==> config.mk <==
export PLATFORM = sky130hd
export DESIGN_NAME = parent_chain_root_finder_flat
export DESIGN_NICKNAME = d
export VERILOG_FILES = /design/src/rtl/pcrf_pkg.sv /design/src/rtl/pcrf_if.sv /design/src/rtl/parent_chain_root_finder.sv /design/src/rtl/pcrf_cell.sv /design/src/flat_wrapper.sv
export SDC_FILE = /design/constraint.sdc
export NUM_CORES = 1
export LEC_CHECK = 0
export ABC_CLOCK_PERIOD_IN_PS = 5200
export BUFFER_PORTS_ARGS = -buffer_cell sky130_fd_sc_hd__buf_4
export CAP_MARGIN = 20
export CORE_UTILIZATION = 30
export DETAILED_ROUTE_END_ITERATION = 7
export PLACE_DENSITY = 0.51
export SYNTH_ARGS = -nofsm -noshare
export SYNTH_HDL_FRONTEND = slang
export SYNTH_SLANG_ARGS = --single-unit
==> constraint.sdc <==
create_clock -name i_clk -period 5.2 [get_ports i_clk]
set_clock_uncertainty 0.1 [all_clocks]
set_input_delay 0.78 -clock i_clk [delete_from_list [all_inputs] [get_ports i_clk]]
set_output_delay 0.78 -clock i_clk [all_outputs]
set_load 0.05 [all_outputs]
==> src/rtl/pcrf_pkg.sv <==
`timescale 1ns / 1ps
// Package for the parent chain root finder: item types, link type and codes.
package pcrf_pkg;

    localparam int ID_W  = 16;   // identifier field width on the ports
    localparam int SLOT_W = 4;   // slot field width on the ports
    localparam int HOP_W = 5;    // hop_count field width on the ports

    localparam logic KIND_WRITE = 1'b0;
    localparam logic KIND_QUERY = 1'b1;

    typedef struct packed {
        logic              kind;
        logic [SLOT_W-1:0] slot;
        logic              entry_valid;
        logic [ID_W-1:0]   entry_id;
        logic              entry_has_parent;
        logic [ID_W-1:0]   entry_parent;
        logic [ID_W-1:0]   query_id;
    } t_in_item;

    typedef struct packed {
        logic [ID_W-1:0]  root_id;
        logic             start_found;
        logic             walk_cut;
        logic [HOP_W-1:0] hop_count;
    } t_out_item;

    // Result of the priority search, rippled from cell to cell.
    typedef struct packed {
        logic            hit;
        logic            has_parent;
        logic [ID_W-1:0] parent;
    } t_link;

endpackage

==> src/rtl/pcrf_if.sv <==
`timescale 1ns / 1ps
// Valid/ready channel interfaces for input and result items.
interface pcrf_in_if import pcrf_pkg::*; ();
    logic     valid;
    logic     ready;
    t_in_item data;

    modport source (output valid, output data, input ready);
    modport sink   (input valid, input data, output ready);
endinterface

interface pcrf_out_if import pcrf_pkg::*; ();
    logic      valid;
    logic      ready;
    t_out_item data;

    modport source (output valid, output data, input ready);
    modport sink   (input valid, input data, output ready);
endinterface

==> src/rtl/parent_chain_root_finder.sv <==
`timescale 1ns / 1ps
// Top level of the parent chain root finder: cell row, walk control, result register.
//
// The table is a row of ENTRIES cells, one slot each; the identifier being
// looked up is broadcast to all cells and the lowest live match ripples up
// the row, so each lookup (start or hop) is combinational. A write item
// gives no result. A query item looks up its start identifier, then each of
// the h parent links followed (0 to ENTRIES), then returns to idle; its last
// step waits while the output register is full. Items are taken only while
// no query is walking; writes are still taken while a result waits in the
// output register. Identifiers are kept to ID_BITS bits, at most ID_W. A
// start identifier not in the table comes back as its own root with
// start_found low; a parent identifier not in the table is taken as the root;
// after ENTRIES hops the walk stops, walk_cut high if that entry has a parent.
// The live bits clear on reset; no clearing pass is needed.
module parent_chain_root_finder import pcrf_pkg::*; #(
    parameter int ENTRIES = 16,
    parameter int ID_BITS = 16
) (
    input  logic          i_clk,
    input  logic          i_rst_n,
    pcrf_in_if.sink       i_in,
    pcrf_out_if.source    o_out
);

    localparam int SW   = (ID_BITS < ID_W) ? ID_BITS : ID_W; // stored id width
    localparam int CNTW = $clog2(ENTRIES + 1);               // hop counter width

    typedef enum logic [1:0] {
        S_IDLE = 2'b01,
        S_WALK = 2'b10
    } t_state;

    t_state          r_state, n_state;
    logic [SW-1:0]   r_id;
    logic [CNTW-1:0] r_hops;
    logic            r_first;
    logic            r_found;
    logic            r_out_valid;
    t_out_item       r_out_data;

    t_link           w_link [ENTRIES+1];
    logic            w_in_fire;
    logic            w_wr_fire;
    logic            w_out_free;
    logic            w_found;
    logic            w_limit;
    logic            w_cut;
    logic            w_fin;

    assign i_in.ready  = (r_state == S_IDLE);
    assign w_in_fire   = i_in.valid && i_in.ready;
    assign w_wr_fire   = w_in_fire && (i_in.data.kind == KIND_WRITE);
    assign w_out_free  = !r_out_valid || o_out.ready;

    // Cell row; the search enters at slot 0.
    assign w_link[0] = '0;

    for (genvar g = 0; g < ENTRIES; g++) begin : g_cell
        pcrf_cell #(
            .W (SW)
        ) u_cell (
            .i_clk   (i_clk),
            .i_rst_n (i_rst_n),
            .i_we    (w_wr_fire && (32'(i_in.data.slot) == g)),
            .i_wr    (i_in.data),
            .i_key   (r_id),
            .i_link  (w_link[g]),
            .o_link  (w_link[g+1])
        );
    end

    // One step of the walk on the search result for r_id.
    assign w_found = r_first ? w_link[ENTRIES].hit : r_found;
    assign w_limit = (r_hops == CNTW'(ENTRIES));
    assign w_cut   = w_link[ENTRIES].hit && w_link[ENTRIES].has_parent && w_limit;
    assign w_fin   = !w_link[ENTRIES].hit || !w_link[ENTRIES].has_parent || w_limit;

    always_comb begin
        n_state = r_state;
        case (r_state)
            S_IDLE: begin
                if (w_in_fire && (i_in.data.kind == KIND_QUERY)) begin
                    n_state = S_WALK;
                end
            end
            S_WALK: begin
                if (w_fin && w_out_free) begin
                    n_state = S_IDLE;
                end
            end
            default: n_state = S_IDLE;
        endcase
    end

    always_ff @(posedge i_clk) begin
        if (!i_rst_n) begin
            r_state <= S_IDLE;
        end else begin
            r_state <= n_state;
        end
    end

    // Walk registers
    always_ff @(posedge i_clk) begin
        if (r_state == S_IDLE) begin
            r_id    <= i_in.data.query_id[SW-1:0];
            r_hops  <= '0;
            r_first <= 1'b1;
            r_found <= 1'b0;
        end else if (!w_fin) begin
            r_id    <= w_link[ENTRIES].parent[SW-1:0];
            r_hops  <= r_hops + 1'b1;
            r_first <= 1'b0;
            r_found <= w_found;
        end
    end

    // Result register; a finished walk waits here until the sink takes it.
    always_ff @(posedge i_clk) begin
        if (!i_rst_n) begin
            r_out_valid <= 1'b0;
        end else if ((r_state == S_WALK) && w_fin && w_out_free) begin
            r_out_valid <= 1'b1;
        end else if (o_out.ready) begin
            r_out_valid <= 1'b0;
        end
    end

    always_ff @(posedge i_clk) begin
        if ((r_state == S_WALK) && w_fin && w_out_free) begin
            r_out_data.root_id     <= ID_W'(r_id);
            r_out_data.start_found <= w_found;
            r_out_data.walk_cut    <= w_cut;
            r_out_data.hop_count   <= HOP_W'(r_hops);
        end
    end

    assign o_out.valid = r_out_valid;
    assign o_out.data  = r_out_data;

endmodule

==> src/rtl/pcrf_cell.sv <==
`timescale 1ns / 1ps
// One table slot: holds an entry and takes part in the priority search chain.
module pcrf_cell import pcrf_pkg::*; #(
    parameter int W = 16
) (
    input  logic         i_clk,
    input  logic         i_rst_n,
    input  logic         i_we,
    input  t_in_item     i_wr,
    input  logic [W-1:0] i_key,
    input  t_link        i_link,
    output t_link        o_link
);

    logic         r_live;
    logic [W-1:0] r_ident;
    logic         r_has_parent;
    logic [W-1:0] r_parent;
    logic         w_match;

    always_ff @(posedge i_clk) begin
        if (!i_rst_n) begin
            r_live <= 1'b0;
        end else if (i_we) begin
            r_live <= i_wr.entry_valid;
        end
    end

    always_ff @(posedge i_clk) begin
        if (i_we) begin
            r_ident      <= i_wr.entry_id[W-1:0];
            r_has_parent <= i_wr.entry_has_parent;
            r_parent     <= i_wr.entry_parent[W-1:0];
        end
    end

    assign w_match = r_live && (r_ident == i_key);

    // Lower slot already hit: pass its answer on unchanged.
    always_comb begin
        o_link = i_link;
        if (!i_link.hit && w_match) begin
            o_link.hit        = 1'b1;
            o_link.has_parent = r_has_parent;
            o_link.parent     = ID_W'(r_parent);
        end
    end

endmodule
==> src/flat_wrapper.sv <==
// flat-port wrapper written by rule: the top's interface ports become plain ports
module parent_chain_root_finder_flat import pcrf_pkg::*;
#(
    parameter int ENTRIES = 16,
    parameter int ID_BITS = 16
)
  (i_clk, i_rst_n, i_in_valid, i_in_data, i_in_ready, o_out_valid, o_out_data, o_out_ready);
  pcrf_in_if i_in_i ();
  pcrf_out_if o_out_i ();
  input  logic i_clk;
  input  logic i_rst_n;
  input wire logic [$bits(i_in_i.valid)-1:0] i_in_valid;
  input wire logic [$bits(i_in_i.data)-1:0] i_in_data;
  output wire logic [$bits(i_in_i.ready)-1:0] i_in_ready;
  output wire logic [$bits(o_out_i.valid)-1:0] o_out_valid;
  output wire logic [$bits(o_out_i.data)-1:0] o_out_data;
  input wire logic [$bits(o_out_i.ready)-1:0] o_out_ready;
  assign i_in_i.valid = i_in_valid;
  assign i_in_i.data = i_in_data;
  assign i_in_ready = i_in_i.ready;
  assign o_out_valid = o_out_i.valid;
  assign o_out_data = o_out_i.data;
  assign o_out_i.ready = o_out_ready;
  parent_chain_root_finder #(.ENTRIES(ENTRIES), .ID_BITS(ID_BITS)) u_core (.i_clk(i_clk), .i_rst_n(i_rst_n), .i_in(i_in_i), .o_out(o_out_i));
endmodule
### Yosys cells after proc, flatten, opt, wreduce, memory -nomap -nowiden

Index checks and enable logic that the tools add are counted.

* register bits after elaboration: 593
* bits in latches: 0
* bits in writable memories: 0
* bits in read-only memories: 0
* bits of input ports: 59
* output and inout port bits: 25
* word-level logic and storage cells: 216
* memories kept: 0

* add/sub/neg operators: 1
* multipliers: 0
* div/mod/pow operators: 0
* $lt $le $gt $ge: 0
* eq/ne operators: 37
* shift-type cells: 0
* muxes and demuxes: 24
* bitwise logic cells: 1
* reduce and logical (&&, ||, !) cells: 79

Operators by type and width (number)
* 18-bit two-way mux: 16
* 16-bit == test: 16
* 1-bit logical AND: 55
* 4-bit == test, second input constant: 8
* 16-bit two-way mux: 2
* 1-bit zero test: 18
* 4-bit by 3-bit == test with 1-bit output, second input constant: 4
* 4-bit by 2-bit == test with 1-bit output, second input constant: 2
* 5-bit by 1-bit adder with 5-bit output, second input constant: 1
* 5-bit == test, second input constant: 1
* 4-bit by 1-bit == test with 1-bit output, second input constant: 1
* 4-bit zero test: 1
* 2-bit two-way mux: 2
* 2-bit by 1-bit inequality test with 1-bit output, second input constant: 2
* 2-bit case mux with 2 select lines: 1
* 1-bit logical OR: 3
* 1-bit two-way mux: 3
* 2-bit by 1-bit == test with 1-bit output, second input constant: 1
* 2-bit == test, second input constant: 1
* 2-bit inequality test, second input constant: 1
* 2-bit AND reduction: 1
* 2-bit nonzero test: 1
* 1-bit inverter: 1

### Longest topological paths before layout

Gate-level depths: netlist of run 1.

* depth after elaboration: 54
* gate-level depth with buffers: 15
* gate-level depth less buffers: 10

### Modules after synthesis

From an unflattened synthesis of run 1, not the netlist that was laid out.

* cells, all modules: 1453
* area total of the unflattened synthesis: 25027.8 sq um

By module, submodules not included
* pcrf_cell: instances 16, cells each 80, area an instance 1440.1 sq um, seq. area each 1011.0 sq um
* parent_chain_root_finder: instances 1, cells each 173, area an instance 1985.7 sq um, seq. area each 1371.3 sq um

### Worst setup path before layout of run 1

Ideal clock, no wire load.

* path type: register to register
* start point: register u_core.r_id[11]
* end point: register u_core.r_out_data (netlist bit u_core.o_out.data[0]) (enable)
* setup time: 0.418 ns
* arrival time: 4.353 ns
* required time: 4.682 ns
* setup slack: 0.330 ns
* stages on the path, launching flop included: 12
* path buffers: 1
* period minus slack after synthesis: 4.870 ns
* cell sequence: edfxtp_1 buf_6 xnor2_4 nand2_1 or4_1 or4_4 mux2_1 or3_1 a211o_1 a211oi_2 nor2_2 nor4b_2

* word-level cells in the longest chain between the ends: 53
* elaborated cells between the ends (all ways): 84
* classes of those cells: eq/ne: 16; mux: 16; reduce/logical: 52

RTL lines
* start: declaration: RTL line parent_chain_root_finder.sv:35 `logic [SW-1:0] r_id;`
* start signal: assignment: RTL line parent_chain_root_finder.sv:107 `r_id <= i_in.data.query_id[SW-1:0];`
* start signal: assignment: RTL line parent_chain_root_finder.sv:112 `r_id <= w_link[ENTRIES].parent[SW-1:0];`
* 16-bit == test: RTL line pcrf_cell.sv:37 `assign w_match = r_live && (r_ident == i_key);`
* 1-bit logical AND: RTL line pcrf_cell.sv:37
* 18-bit two-way mux: RTL line pcrf_cell.sv:42 `if (!i_link.hit && w_match) begin`
* 1-bit zero test: RTL line pcrf_cell.sv:42
* 1-bit logical AND: RTL line pcrf_cell.sv:42
* 18-bit two-way mux: RTL line pcrf_cell.sv:42
* 1-bit zero test: RTL line pcrf_cell.sv:42
* 1-bit logical AND: RTL line pcrf_cell.sv:42
* [35 not listed]
* 1-bit logical AND: RTL line pcrf_cell.sv:42
* 18-bit two-way mux: RTL line pcrf_cell.sv:42
* 1-bit zero test: RTL line pcrf_cell.sv:42
* 1-bit logical AND: RTL line pcrf_cell.sv:42
* 18-bit two-way mux (*): RTL line pcrf_cell.sv:42
* 1-bit zero test: RTL line parent_chain_root_finder.sv:77 `assign w_fin = !w_link[ENTRIES].hit || !w_link[ENTRIES].has_parent || w_limit;`
* 1-bit logical OR (*) (2 in a row): RTL line parent_chain_root_finder.sv:77
* 1-bit logical AND (*) (2 in a row): RTL line parent_chain_root_finder.sv:131 `if ((r_state == S_WALK) && w_fin && w_out_free) begin`
* end: declaration: RTL line parent_chain_root_finder.sv:40 `t_out_item r_out_data;`

Every way passes the cells marked *; elsewhere a longest branch is shown, timed or not.
A chain may end at the register's enable or synchronous reset.

### Worst setup path in the final report of run 1

* start point: register u_core.r_id[7]
* end point: register u_core.r_id[14] (data pin)

* word-level cells in the longest chain between the ends: 50
* elaborated cells between the ends (all ways): 80
* classes of those cells: eq/ne: 16; mux: 18; reduce/logical: 46

RTL lines
* 16-bit == test: RTL line pcrf_cell.sv:37
* 1-bit logical AND: RTL line pcrf_cell.sv:37
* 18-bit two-way mux: RTL line pcrf_cell.sv:42
* 1-bit zero test: RTL line pcrf_cell.sv:42
* 1-bit logical AND: RTL line pcrf_cell.sv:42
* 18-bit two-way mux: RTL line pcrf_cell.sv:42
* 1-bit zero test: RTL line pcrf_cell.sv:42
* 1-bit logical AND: RTL line pcrf_cell.sv:42
* [34 not listed]
* 1-bit zero test: RTL line pcrf_cell.sv:42
* 1-bit logical AND: RTL line pcrf_cell.sv:42
* 18-bit two-way mux: RTL line pcrf_cell.sv:42
* 1-bit zero test: RTL line pcrf_cell.sv:42
* 1-bit logical AND: RTL line pcrf_cell.sv:42
* 18-bit two-way mux (*): RTL line pcrf_cell.sv:42
* 16-bit two-way mux (*): RTL line parent_chain_root_finder.sv:111 `end else if (!w_fin) begin`
* 16-bit two-way mux (*): RTL line parent_chain_root_finder.sv:106 `if (r_state == S_IDLE) begin`

Every way passes the cells marked *; elsewhere a longest branch is shown, timed or not. The select of a mux whose other input is x is not followed.

==> summary.txt, run 1 <==
Critical path
  – FF-to-FF Start: u_core.r_id[7]
  – CP max FO: 16
  – Max incr delay on CP: 0.68 ns
  – CP Launch Point: u_core.r_id[7]
  – RR Endpoint: u_core.r_id[14]
  – Slowest stage cell on the critical path: a2111oi_0
  – CP cell instances: xnor2_1 > or4b_1 > or4_1 > nand3_1 > or3_4 > buf_4 > nor2_1 > buf_4 > a2111oi_0 > o31ai_1 > a21o_1
  – Critical path class: register to register
  – Worst setup path end: u_core.r_id[14]
  – Worst path most repeated cell: buf_4
  – Reg2reg path depth: 11
  – Worst endpoint data arrival time: between 4 and 5 ns
  – Worst EP required: ~5.5 ns
  – Worst R2R Setup Slack: 0.48 ns
  – Critical path endpoint category: register
  – CP Launch Type: register

Yosys
  – Register area share after synthesis: 0.702
  – Post-Syn Nets: around 1.7k
  – Syn Inst Count: 1671
  – Top cells by area, synth: edfxtp_1, xnor2_1, xor2_1, dfxtp_1, a221oi_1
  – Synth top area share: 0.681
  – Syn avg cell area: approximately 15 µm²
  – Ys async rst share: 0
  – Synth Warn #: 0
  – Ys flop type: edfxtp_1
  – Post-synth EDFFs: 567
  – Cell variety after synth: just under 80
  – Synth area leader: edfxtp_1
  – Yosys reg bits: around 590
  – Mapped Area: about 25000 µm²

Clock network
  – Htree depth: 3
  – Post-CTS setup buffer count: 0
  – # clock sinks: ~590
  – Clock root buffer: clkbuf_16
  – CTS tree: done
  – Cts repair resizes: 0
  – Worst-Skew Late Latency: 0.60 ns
  – CTS Buffer Depth: 3
  – Clk pin slew, worst setup/hold paths: 0.06 ns
  – Cts hold-fix bufs: 0
  – Num CTS Buffers: 66

Cells and area
  – Multi-input gate area: between 7000 and 8000 µm²
  – Final instance area: about 30000 µm²
  – Register Area: between 15000 and 20000 µm²
  – Most common cell after layout, fill and taps aside: edfxtp_1
  – Fill cells: 7865
  – Most frequent cells in the layout: edfxtp_1, buf_4, xnor2_1
  – Final #Nets: about 1.9k
  – Layout cells sized above 1: 0.162
  – Area Growth Syn to Fin: 18.5%
  – Layout Cells excl Fill: ~2.9k
  – Finished Core Util: 0.360

Timing
  – Worst-margin pin slew: between 1 and 1.5 ns
  – Post-route setup TNS: 0 ns
  – Fraction of the cycle the final worst path needs: 0.908
  – Unrepaired setup endpoints after global routing: no
  – Pins over their slew limit: 0
  – Final Hold Fails: 0
  – Max Clock Freq: around 0.21 GHz
  – Relative slew slack: 0.202
  – Final setup viols: 0
  – Tmin final: ~4.7 ns

Placement
  – Final HPWL DP: between 50 and 60 mm
  – Placed cell areas: roughly 27000 µm²
  – Number of buffers inserted by port buffering: 83
  – Placed Cells: between 2k and 3k
  – GP Congestion: slightly below 0.9

Die
  – IO Count: 84
  – Die Wd: 291 µm
  – Core Rows: approximately 110
  – Die Footprint: roughly 84000 µm²
  – Die Ht: a little under 300 µm
  – Core area: around 80000 µm²
  – Initial cell density of the core: 0.304

Detailed routing
  – Residual DRC count: 0
  – Initial DRC Count: between 1.5k and 2k
  – Routed WL per cell: 26.9 µm
  – Drt total wl: 79.3 mm
  – Drt first pass iters: 6
  – Via count: between 15k and 20k
  – ANT nets after route: 0
  – Drt via density: ~5.3

Pwr
  – Total power: around 11 mW
  – Worst vdd ir: 0.216 mV
  – Leakage power: 9.57 nW
  – PD cells: about 360 nW/µm²

Flow run
  – Max-Cap Viols: 0

Global routing
  – Vias in the first global route: 15.5k
  – Grt ovf: 0
  – First-pass GRT wire length: approximately 110 mm
  – GRT Total Usage: 0.185
  – Largest net degree at the start of global routing: 37
  – Initial antenna violation count: 1

Status
  – Status: completed

Hold path
  – Worst Hold Class: register to register
[worst max-delay path: cells and delay by family, from the launching register on]
family / cells / cell delay, ns
flops: 1 / 0.57
xor+xnor: 1 / 0.60
simple gates: 5 / 1.69
buf+inv: 2 / 0.41
compound gates: 3 / 1.09
[metal layers]
layer | share of wire | track usage | up-vias
li1 | - | - | 6814
met3 | 0.062 | 0.0235 | 140
met5 | 0 | 0 | -
met1 | 0.44 | 0.259 | 8081
met2 | 0.47 | 0.295 | 609
met4 | 0.032 | 0.0635 | 0
[logic make-up after synthesis]
family,after synthesis,share of synthesized area
XOR/XNOR,257,0.0911
buffers and inverters,83,0.0195
multiplexers,11,0.00450
AND/OR/NAND/NOR,519,0.120
AO/OA/AOI/OAI,206,0.0616
adder cells (fa/ha/maj),2,0.00100
flip-flops,593,0.702
[cells in the mapped netlist, drive strengths merged (13+ instances only)]
master,instances
or3,18
dfxtp,26
nor2,101
nor4b,17
nand3,32
a221oi,48
nor3,37
a22oi,15
nand2,83
nand2b,13
or4,24
a21oi,38
o21ai,19
o31ai,16
nor2b,24
nor4,59
a21o,18
inv,13
edfxtp,567
a222oi,16
buf,41
xor2,121
clkbuf,29
nand4,55
xnor2,136
[power breakdown]
group          switching [mW]  internal, mW
Sequential             0.0250          5.28
Combinational           0.530         0.252
Clock                    1.91          2.80
Total                    2.46          8.33
[registers in the layout, summed over array words and instances, names as in the netlist]
name and flops:
u_core.r_first 1, u_core.g_cell.u_cell.r_ident 256, u_core.o_out.valid 1, u_core.g_cell.u_cell.r_live 16
u_core.g_cell.u_cell.r_has_parent 16, u_core.r_found 1, u_core.g_cell.u_cell.r_parent 256, u_core.o_out.data 23
u_core.r_state 2, u_core.r_id 16, u_core.r_hops 5
[how the worst min path moves through the flow]
stage	startpoint	end	slack, ns	depth (start not counted)
2_1_floorplan	u_core.r_id[4]	u_core.o_out.data[11]	0.32	0
3_3_place_gp	u_core.r_found	u_core.r_found	0.35	2
3_5_place_dp	u_core.r_found	u_core.r_found	0.36	2
4_1_cts	u_core.r_found	u_core.r_found	0.37	2
5_1_grt	u_core.r_found	u_core.r_found	0.39	2
6_report	u_core.r_found	u_core.r_found	0.37	2
[through the flow]
| step | hold WS [ns] | worst slack, ns |
|---|---|---|
| 2_1_floorplan | 0.321 | 0.330 |
| 3_3_place_gp | 0.347 | 0.422 |
| 3_5_place_dp | 0.361 | 0.364 |
| 4_1_cts | 0.369 | 0.349 |
| 5_1_grt | 0.392 | 0.471 |
| 6_report | 0.368 | 0.479 |
[cell type report]
cell class,instances,share of cell area
multi-input combinational,995,0.242
clock buffer,86,0.0611
timing repair buffer,154,0.0466
tap,1070,0.0452
clock inverter,31,0.0114
sequential,593,0.592
inverter,13,0.00165
antenna,1,0.0000845
Power figures use the tool's default switching activity.
==> run 2: changes to the inputs <==
- ABC_CLOCK_PERIOD_IN_PS: 5200 -> 4300
- clock period: 5.2 -> 4.3 ns (I/O delays scaled with it)
==> summary.txt, run 2 (synthesized netlist as in run 1, its figures left out) <==
Status
  – Status: completed

Placement
  – Number of buffers inserted by port buffering: just over 80
  – Final HPWL DP: around 53 mm
  – Placed Cells: slightly below 3k
  – Placed cell areas: 28100 µm²
  – GP Congestion: a little under 0.9

Clock network
  – CTS tree: done
  – CTS Buffer Depth: 3
  – # clock sinks: about 590
  – Htree depth: 3
  – Clk pin slew, worst setup/hold paths: around 0.060 ns
  – Worst-Skew Late Latency: roughly 0.63 ns
  – Num CTS Buffers: 68
  – Clock root buffer: clkbuf_16
  – Cts hold-fix bufs: 0

Timing
  – Pins over their slew limit: 0
  – Post-route setup TNS: 0 ns
  – Tmin final: 4.23 ns
  – Fraction of the cycle the final worst path needs: 0.984
  – Final Hold Fails: 0
  – Final setup viols: 0
  – Unrepaired setup endpoints after global routing: yes
  – Relative slew slack: 0.356
  – Worst-margin pin slew: approximately 0.96 ns
  – Max Clock Freq: around 0.24 GHz

Cells and area
  – Area Growth Syn to Fin: 22.3%
  – Most frequent cells in the layout: edfxtp_1, buf_4, xnor2_1
  – Most common cell after layout, fill and taps aside: edfxtp_1
  – Layout Cells excl Fill: around 3k
  – Final instance area: between 30000 and 40000 µm²
  – Final #Nets: 1967
  – Layout cells sized above 1: 0.208
  – Finished Core Util: 0.372

Detailed routing
  – Via count: approximately 16k
  – Initial DRC Count: 1380
  – Drt total wl: 81.2 mm
  – ANT nets after route: 0
  – Drt via density: approximately 5.2
  – Routed WL per cell: roughly 27 µm
  – Residual DRC count: 0
  – Drt first pass iters: 6

Global routing
  – Initial antenna violation count: 5
  – Largest net degree at the start of global routing: 37
  – Grt ovf: 0
  – First-pass GRT wire length: approximately 120 mm
  – GRT Total Usage: 0.190
  – Vias in the first global route: around 16k

Flow run
  – Max-Cap Viols: 0

Hold path
  – Worst Hold Class: input port to register
  – HP Start: i_in_data[23]

Die
  – Core area: slightly above 80000 µm²
  – Die Wd: about 290 µm
  – Core Rows: ~110
  – Initial cell density of the core: 0.304
  – Die Ht: between 200 and 300 µm
  – Die Footprint: roughly 84000 µm²
  – IO Count: 84

Critical path
  – CP max FO: 12
  – Reg2reg path depth: 13
  – FF-to-FF Start: u_core.r_id[15]
  – Worst setup path end: u_core.o_out.data[16]
  – Critical path endpoint category: register
  – RR Endpoint: u_core.o_out.data[16]
  – CP Launch Point: u_core.r_id[15]
  – Critical path class: register to register
  – Worst R2R Setup Slack: just under 0.07 ns
  – Worst endpoint data arrival time: ~4.5 ns
  – CP Launch Type: register
  – Worst EP required: between 4 and 5 ns

Pwr
  – PD cells: roughly 440 nW/µm²
  – Leakage power: a little over 10 nW
  – Total power: between 10 and 15 mW
  – Worst vdd ir: about 0.38 mV
## run 2: changes by cell type in the layout (fill, tap and decap cells not counted), moves of 3 or more
| cell | delta |
|---|---|
| buf_12 | +12 |
| xnor2_2 | +4 |
| xnor2_1 | -4 |
| clkinv_2 | +7 |
| buf_4 | +68 |
| clkinv_1 | -6 |
| clkbuf_8 | -3 |
## run 2: what timing repair did
item	in CTS	in global routing
endpoints found under the setup margin	38	38
resized for setup	1	8
gates cloned	0	2
buffers inserted	5	4
pin swaps	2	4
## run 2: how the worst min path moves through the flow
stage	slack, ns	to	cells after the start
final	0.24	u_core.g_cell[2].u_cell.r_parent[7]	1
after CTS	0.20	u_core.g_cell[2].u_cell.r_parent[14]	1
after global routing	0.22	u_core.g_cell[5].u_cell.r_parent[14]	1
after floorplan	0.32	u_core.o_out.data[12]	0
after global placement	0.35	u_core.r_found	2
after detailed placement	0.36	u_core.r_found	2
## run 2: cell type report
cell class | instances | area, µm²
Clock buffer | 81 | 1760
Multi-Input combinational cell | 995 | 7220
Antenna cell | 3 | 7.51
Fill cell | 7715 | 51700
Tap cell | 1070 | 1340
Timing Repair Buffer | 235 | 2140
Sequential cell | 593 | 17500
Inverter | 13 | 48.8
Clock inverter | 42 | 515
## run 2: critical path, stage by stage, from the launching register on
cell	delay [ns]
edfxtp_1	0.41
buf_12	0.17
xnor2_2	0.17
nand4_1	0.14
or4_1	0.45
or4_4	0.47
mux2_4	0.31
or3_1	0.31
a211o_1	0.32
a211oi_4	0.37
nor2_2	0.11
nor4b_4	0.25
buf_6	0.18
buf_12	0.16
## run 2: per-layer routing
layer / wire length, µm / GRT usage / up-vias
met5: 17 / 0 / -
li1: - / - / 6981
met2: 39600 / 0.317 / 560
met4: 1950 / 0.0541 / 2
met1: 35400 / 0.256 / 8136
met3: 4290 / 0.0294 / 125
## run 2: report_power, final
part / total, mW / internal [mW] / switching, mW / leakage, nW
Sequential: 6.41 / 6.38 / 0.0260 / 5.33
Clock: 5.92 / 3.51 / 2.41 / 1.11
Combinational: 0.999 / 0.345 / 0.654 / 3.66
## run 2: through the flow
step	setup slack [ns]	hold slack [ns]
5_1_grt	-0.0307	0.225
6_report	0.0685	0.237
2_1_floorplan	-0.0261	0.321
4_1_cts	0.0159	0.201
3_5_place_dp	-0.166	0.356
3_3_place_gp	-0.115	0.346
==> run 3: changes to the inputs <==
- ABC_CLOCK_PERIOD_IN_PS: 4300 -> 4600
- CTS_CLUSTER_SIZE: not set -> 25
- PLACE_DENSITY: 0.51 -> 0.49
- SKIP_LAST_GASP: not set -> 1
- clock period: 4.3 -> 4.6 ns (I/O delays scaled with it)
==> summary.txt, run 3 (synthesized netlist as in run 1, its figures left out) <==
Status
  – Status: completed

Critical path
  – Worst EP required: between 4 and 5 ns
  – CP Launch Type: register
  – Reg2reg path depth: 13
  – Crit path depth: 13
  – CP top delay family: simple AND/OR/NAND/NOR gates
  – CP max FO: 16
  – Worst endpoint data arrival time: roughly 4.6 ns
  – CP cell instances: buf_4 > xnor2_1 > nand4_1 > nor2_1 > nor4b_1 > buf_4 > or3_1 > or3_4 > nor4_4 > buf_12 > nor2b_1 > o31ai_1 > a21o_1
  – Critical path class: register to register
  – Worst path most repeated cell: buf_4
  – Worst path bufs/invs: 3
  – Slowest stage cell on the critical path: nor4_4
  – Max incr delay on CP: 0.56 ns
  – Critical path endpoint category: register

Detailed routing
  – ANT nets after route: 0
  – Routed WL per cell: approximately 27 µm
  – Drt via density: 5.24
  – Drt total wl: 78.4 mm
  – Initial DRC Count: around 1.4k
  – Residual DRC count: 0
  – Drt first pass iters: 5
  – Via count: 15.4k

Clock network
  – Clk pin slew, worst setup/hold paths: 0.06 ns
  – Clock root buffer: clkbuf_16
  – CTS tree: done
  – Post-CTS setup buffer count: 0
  – # clock sinks: about 600
  – Cts hold-fix bufs: 0
  – Htree depth: 3
  – Worst-Skew Late Latency: 0.62 ns
  – Cts repair resizes: 0
  – Num CTS Buffers: 66
  – CTS Buffer Depth: 3

Pwr
  – PD cells: approximately 400 nW/µm²
  – Leakage power: between 9 and 10 nW
  – Worst vdd ir: roughly 0.27 mV

Placement
  – Placed cell areas: around 27000 µm²
  – Number of buffers inserted by port buffering: between 80 and 90
  – GP Congestion: 0.815
  – Final HPWL DP: 48.9 mm

Die
  – Die Ht: just under 300 µm
  – Die Wd: between 200 and 300 µm
  – IO Count: 84
  – Die Footprint: about 84000 µm²
  – Core area: 82200 µm²
  – Core Rows: between 100 and 150
  – Initial cell density of the core: 0.304

Global routing
  – Grt ovf: 0
  – First-pass GRT wire length: between 100 and 150 mm
  – Initial antenna violation count: 1
  – Largest net degree at the start of global routing: 37
  – Vias in the first global route: ~16k
  – GRT Total Usage: 0.184

Cells and area
  – Most frequent cells in the layout: edfxtp_1, buf_4, xnor2_1
  – Area Growth Syn to Fin: 17.9%
  – Most common cell after layout, fill and taps aside: edfxtp_1
  – Final #Nets: between 1.5k and 2k
  – Layout cells sized above 1: 0.166
  – Final instance area: approximately 29000 µm²
  – Fill cells: 7795
  – Antenna cell count: 0

Timing
  – Post-route setup TNS: 0 ns
  – Fraction of the cycle the final worst path needs: 0.934
  – Tmin final: about 4.3 ns
  – Final setup viols: 0
  – Worst-margin pin slew: 0.995 ns
  – Unrepaired setup endpoints after global routing: no
  – Pins over their slew limit: 0
  – Final Hold Fails: 0
  – Max Clock Freq: 0.233 GHz
  – Relative slew slack: 0.333

Flow run
  – Max-Cap Viols: 0

Hold path
  – Worst Hold Class: input port to register
  – Hold path cells: 1
run 3: cell types whose count changed in the layout (fill, tap and decap cells not counted), moves of 4 or more:
cell	change
bufinv_16	-8
clkinv_2	-7
clkbuf_1	+6
buf_4	-53
buf_12	-14
xnor2_1	+4
xnor2_2	-4
clkbuf_8	+4
run 3: path summary, 6_finish.rpt:
path | startpoint | end | slack, ns
worst max-delay path | u_core.r_id[6] | u_core.r_id[11] | 0.30
worst min-delay path | i_in_data[19] | u_core.g_cell[15].u_cell.r_parent[3] | 0.29
worst max register to register | u_core.r_id[6] | u_core.r_id[11] | 0.30
worst min register to register | u_core.r_found | u_core.r_found | 0.36
run 3: final cells by class:
cell class	count	area, µm²	area share
multi-input cells	995	7160	0.243
flip-flops and latches	593	17500	0.595
clock inverters	25	178	0.00603
inverters	13	48.8	0.00166
clock buffers	90	1810	0.0615
well taps	1070	1340	0.0454
repair buffers	163	1390	0.0470
run 3: layer usage:
metal	track usage	vias to the layer above	part of all wire	wire length, µm
li1	-	6808	-	-
met1	0.249	7998	0.44	34700
met2	0.304	511	0.48	37600
met3	0.0288	132	0.052	4050
met4	0.0527	0	0.025	1950
met5	0	-	0	0
run 3: where the power goes:
part           internal, mW  switching (mW)  total, mW
Clock                  2.82            2.17       4.99
Sequential             5.97          0.0269       5.99
Combinational         0.272           0.597      0.869
Total                  9.06            2.79       11.9
run 3: per-stage QoR:
step	total power [mW]	hold WS, ns	std cells	setup slack, ns	util
final	11.9	0.288	2949	0.304	0.358
after global routing	12.2	0.283	2949	0.156	0.358
after CTS	12.0	0.259	2949	0.197	0.358
after detailed placement	6.98	0.358	2834	0.218	0.334
after global placement	6.98	0.354	2833	0.176	0.334
after floorplan	6.58	0.321	1671	0.249	-
